==> src/rtl/pprt_pkg.sv <==
// Shared types and constants for the progress percentile rank table.
// No dependencies; used by pprt_div and the top level.
package pprt_pkg;

   // Fixed field widths of the request and response items
   localparam int MODE_W     = 1;
   localparam int ID_IN_W    = 17;
   localparam int LEVEL_IN_W = 10;
   localparam int RANK_W     = 17;

   // Fraction bits of the Q1.16 rank
   localparam int FRAC_W = 16;

   // Item modes
   localparam logic [MODE_W-1:0] MODE_RECORD = 1'b0;
   localparam logic [MODE_W-1:0] MODE_QUERY  = 1'b1;

   // Rank of exactly one
   localparam logic [RANK_W-1:0] RANK_ONE  = 17'h10000;
   localparam logic [RANK_W-1:0] RANK_ZERO = 17'h00000;

endpackage

==> src/rtl/pprt_div.sv <==
// Restoring divider, one quotient bit per cycle: floor(num * 2^16 / den).
// Expects num < den. Depends on pprt_pkg.
module pprt_div #(
   parameter int CNT_W = 18
) (
   input  logic                       clock,
   input  logic                       reset,
   input  logic                       start,
   input  logic [CNT_W-1:0]           num,
   input  logic [CNT_W-1:0]           den,
   output logic                       done,
   output logic [pprt_pkg::FRAC_W-1:0] quo
);
   import pprt_pkg::*;

   localparam int STEP_W = $clog2(FRAC_W);

   logic              busy_ff;
   logic              done_ff;
   logic [STEP_W-1:0] step_ff;
   logic [CNT_W-1:0]  rem_ff;
   logic [CNT_W-1:0]  den_ff;
   logic [FRAC_W-1:0] quo_ff;

   logic [CNT_W:0]    rem2;
   logic [CNT_W:0]    diff;
   logic              fits;

   // Shift remainder up and try to take the divisor off
   always_comb begin
      rem2 = {rem_ff, 1'b0};
      diff = rem2 - {1'b0, den_ff};
      fits = (rem2 >= {1'b0, den_ff});
   end

   always_ff @(posedge clock) begin
      if (reset) begin
         busy_ff <= 1'b0;
         done_ff <= 1'b0;
         step_ff <= '0;
      end else begin
         done_ff <= 1'b0;
         if (start) begin
            busy_ff <= 1'b1;
            step_ff <= '0;
         end else if (busy_ff) begin
            step_ff <= step_ff + 1'b1;
            if (step_ff == STEP_W'(FRAC_W - 1)) begin
               busy_ff <= 1'b0;
               done_ff <= 1'b1;
            end
         end
      end
   end

   // Datapath: no reset needed
   always_ff @(posedge clock) begin
      if (start) begin
         rem_ff <= num;
         den_ff <= den;
         quo_ff <= '0;
      end else if (busy_ff) begin
         rem_ff <= fits ? diff[CNT_W-1:0] : rem2[CNT_W-1:0];
         quo_ff <= {quo_ff[FRAC_W-2:0], fits};
      end
   end

   assign done = done_ff;
   assign quo  = quo_ff;

endmodule

==> config.mk <==
export PLATFORM = sky130hd
export DESIGN_NAME = pprt_div
export DESIGN_NICKNAME = d
export VERILOG_FILES = /design/src/rtl/pprt_pkg.sv /design/src/rtl/pprt_div.sv
export SDC_FILE = /design/constraint.sdc
export NUM_CORES = 1
export LEC_CHECK = 0
export ABC_AREA = 0
export BUFFER_PORTS_ARGS = -buffer_cell sky130_fd_sc_hd__buf_2
export CAP_MARGIN = 20
export CORE_MARGIN = 2
export CORE_UTILIZATION = 55
export DETAILED_ROUTE_END_ITERATION = 7
export PLACE_DENSITY = 0.9
export SYNTH_ARGS = -nofsm -noshare
export SYNTH_HDL_FRONTEND = slang
export SYNTH_SLANG_ARGS = --single-unit
==> constraint.sdc <==
create_clock -name clock -period 3.05 [get_ports clock]
set_input_delay 0.305 -clock clock [delete_from_list [all_inputs] [get_ports clock]]
set_output_delay 0.305 -clock clock [all_outputs]
set_load 0.02 [all_outputs]
### Word-level counts from Yosys, hierarchy flattened

Cells that the tools add are included.

| storage, ports and cells | value |
|---|---|
| bits in registers | 58 |

| cells by class | value |
|---|---|
| mux-type cells | 7 |
| bitwise gates (word level) | 1 |
| magnitude comparators | 1 |
| reductions and logical operators | 3 |
| add/subtract/negate cells | 2 |
| equal/unequal tests | 1 |

Operators with widths:

| cell | number |
|---|---|
| 2-to-1 mux 18 bit | 3 |
| >= comparator 19 x 18 -> 1 bit | 1 |
| subtractor 18 bit | 1 |
| adder 4 x 1 -> 4 bit (second input constant) | 1 |
| == test 4 bit (second input constant) | 1 |
| 2-to-1 mux 1 bit | 4 |
| OR reduction 3 bit | 1 |
| nonzero test 2 bit | 1 |
| OR reduction 2 bit | 1 |
| NOT 1 bit | 1 |

### Logic depth before layout (Yosys ltp)

| depth | value |
|---|---|
| word-level depth | 4 |
| gate-level depth with buffers | 12 |
| mapped depth without buffers | 10 |

### Worst setup path before layout

Ideal clock, no wire load.

| path | value |
|---|---|
| path type | register to register |
| from | register rem_ff[0] |
| to | register rem_ff[16], data pin |
| setup slack | 607 ps |
| arrival | 2183 ps |
| path buffers | 1 |
| stages on the path, launching flop included | 11 |
| period minus slack after synthesis | 2443 ps |
| cells stage by stage | edfxtp_1 -> ha_1 -> ha_1 -> nand4_1 -> nand2_1 -> o21ai_1 -> a31oi_2 -> a2111oi_4 -> buf_6 -> nor2_2 -> a221o_1 |

| on the way | value |
|---|---|
| cells in the longest elaborated chain, start to end | 4 |
| elaborated cells between the ends (all ways) | 5 |
| those cells by class | 1 x add/sub; 1 x order compare; 3 x mux |

RTL lines:

| item | RTL line | text |
|---|---|---|
| start: declaration | pprt_div.sv:21 | `logic [CNT_W-1:0] rem_ff;` |
| start signal: assignment | pprt_div.sv:59 | `rem_ff <= num;` |
| start signal: assignment | pprt_div.sv:63 | `rem_ff <= fits ? diff[CNT_W-1:0] : rem2[CNT_W-1:0];` |
| subtractor 18 bit or >= comparator 19 x 18 -> 1 bit (tied branches) | pprt_div.sv:32, pprt_div.sv:33 |  |
| 2-to-1 mux 18 bit * | pprt_div.sv:63 |  |
| 2-to-1 mux 18 bit * | pprt_div.sv:62 | `end else if (busy_ff) begin` |
| 2-to-1 mux 18 bit * | pprt_div.sv:58 | `if (start) begin` |

Mark *: on every way between the ends. The rest lies on a longest branch, timed or not. The select of a mux whose other input is x is not followed.
A chain may end at the register's enable or synchronous reset.

### Worst setup path after layout

| path | value |
|---|---|
| from | register rem_ff[1] |
| to | register rem_ff[17], data pin |

Same word-level chain as after synthesis.

==> run summary <==
Gates resized, CTS repair = 0
Worst-path clk slew = 0.07 ns
met3 WL = 362 um
Final Hold Fails = 0
YS warnings = 0
Routed WL = 6.53 mm
PortBufs = 55
Critical Path Slowest Stage Cell = ha_1
most common cell after layout, fill and taps aside = buf_2
Worst Setup End Kind = flop
post-route cell area = 3780 sq um
Post-Synthesis Cells = 313
status = completed
CP delay by family, top = compound AO/OA/AOI/OAI gates
post-detailed-route wirelength per cell = 14.7 um
Area after DPL = 3550 sq um
post-DR vias/cell = 5.59
fin util = 67.3%
Synth area leaders = edfxtp_1, dfxtp_1, ha_1, mux2i_1, nor2_1
H-Tree Depth = 3
Leak = 1.64 nW
grt total ovfl = 0
initial antenna violation count = 0
WP buf/inv = 0
Final WS setup = 0.282 ns
ys flop type = edfxtp_1
WP data arrival = 2.85 ns
Req. time, crit path = 3.13 ns
DRT met1 WL = 2.92 mm
layout cells sized above 1 = 22.8%
starting density of the core = 57.7%
dpl cells = 429
largest net degree at the start of global routing = 51
Worst Hold Margin = 0.133 ns
CP Class = flop to flop
Netlist Area Pre-Place = 3230 sq um
Hold-fix buffers, CTS = 0
sequential area share after synthesis = 47.0%
post-DP HPWL = 4.72 mm
Die W = 80.7 um
CTS buffer count = 9
first-pass GRT wire length = 11.2 mm
fin cells = 445
Placement Rows = 27
CTS tree = done
Post-synth EDFFs = 36
# IOs = 56
Final period util = 90.8%
mean post-synth cell area = 10.3 sq um
final setup violation count = 0
Relative slew margins = 47.0%
CTS sink cnt = 58
vias in the first global route = 2511
Routability Congestion = 0.902
max incr delay on CP = 0.44 ns
pre-CTS WS = 0.319 ns
Core ar. = 5610 sq um
buffer levels on the longest clock path = 2
# diodes = 0
Die Area = 6510 sq um
initial drt markers = 214
area grow syn2layout = 16.8%
iteration count of the initial detailed-routing pass = 4
Tmin final = 2.77 ns
power per cell area = 724 nW/um^2
Slew @ Worst Pin = 0.796 ns
commonest non-fill, non-tap cells in the layout = buf_2, edfxtp_1, nor2_1
peak supply drop = 0.499 mV
worst skew pair latency = 0.34 ns
Via Count = 2486
Final ANT Viol Nets = 0
share of Yosys cell area claimed by the top area cell type = 33.4%
Hold Crit Class = primary input to flop
GRT Util Overall = 22.6%
critical path peak fanout = 6
Max-Cap Viols = 0
CTS Root Cell = clkbuf_8
total power = 2.73 mW
die height = 80.7 um
max-slew violations = 0
cell taking the most area after synthesis = edfxtp_1
post-route setup TNS = 0 ns
FFs w/ async S/R, synth = 0%
DRC = 0
Synthesized Nets = 372
startpoint types = flop
crit path cell chain = ha_1 > o211ai_2 > a21oi_1 > and2b_1 > o31ai_1 > a41oi_1 > xnor2_1 > a221o_1
routed wire length on met2 = 3.13 mm
Yosys reg bits = 58
Fmax = 0.361 GHz
Final nets = 427
final clock skew = 0.0103 ns
Max Used Layer = met4
post-synthesis cell type count = 46
Setup Buffers After CTS = 0
unrepaired setup endpoints after global routing = false
==> final cells by class <==
class / instances / area (sq um)
Clock inverter: 3 / 23.8
Inverter: 20 / 75.1
Tap cell: 72 / 90.1
Sequential cell: 58 / 1520
Clock buffer: 13 / 201
Timing Repair Buffer: 61 / 320
Multi-Input combinational cell: 218 / 1540
Fill cell: 472 / 1830
==> routing by layer <==
| layer | vias up | track usage, % |
|---|---|---|
| li1 | 1234 | - |
| met1 | 1173 | 28.1 |
| met2 | 70 | 35.9 |
| met3 | 9 | 6.74 |
| met4 | 0 | 10.3 |
| met5 | - | 0 |
==> synth_stat cells (2+ instances only) <==
| cell | instances |
|---|---|
| a21oi_1 | 18 |
| a21oi_2 | 2 |
| or2_1 | 2 |
| a31oi_1 | 4 |
| o21ai_0 | 12 |
| xnor2_1 | 8 |
| a21o_1 | 2 |
| buf_2 | 3 |
| nand4_1 | 5 |
| mux2i_1 | 19 |
| o21ai_1 | 4 |
| buf_4 | 3 |
| nand3b_1 | 6 |
| ha_1 | 19 |
| edfxtp_1 | 36 |
| nor3_1 | 8 |
| a221o_1 | 8 |
| o21a_1 | 2 |
| dfxtp_1 | 22 |
| inv_1 | 20 |
| xor2_1 | 10 |
| o31ai_1 | 2 |
| o311ai_0 | 5 |
| nand3_1 | 2 |
| nand2b_1 | 2 |
| clkbuf_1 | 8 |
| buf_6 | 2 |
| nor2b_1 | 6 |
| nor2_1 | 27 |
| nand2_1 | 26 |
| a211oi_1 | 3 |
| and3b_1 | 3 |
==> flip-flops by register name, indices dropped and copies added, names as in the netlist <==
name / cells
busy_ff: 1
den_ff: 18
done: 1
quo: 16
rem_ff: 18
step_ff: 4
==> power by group <==
group / leakage [nW] / internal [mW] / total [mW] / switching, mW
clock network: 0.117 / 0.443 / 0.764 / 0.321
registers: 0.538 / 0.958 / 1.02 / 0.0589
logic: 0.984 / 0.410 / 0.952 / 0.542
==> cells by family after synthesis <==
logic type / count (synthesis) / share of synthesized area, %
AOI/OAI and AO/OA: 69 / 15.1
muxes: 19 / 5.88
xor gates and xnor gates: 18 / 4.87
and+or+nand+nor: 92 / 13.9
DFF: 58 / 47.0
buffers and inverters: 37 / 5.22
adders and majority gates: 20 / 7.97
==> final timing paths <==
kind / from / endpoint / slack (ns) / depth (start not counted)
setup / recovery: rem_ff[1] / rem_ff[17] / 0.28 / 8
hold / removal: reset / busy_ff / 0.13 / 2
setup reg to reg: rem_ff[1] / rem_ff[17] / 0.28 / 8
hold reg to reg: step_ff[3] / done / 0.48 / 2
Power figures use the tool's default switching activity.
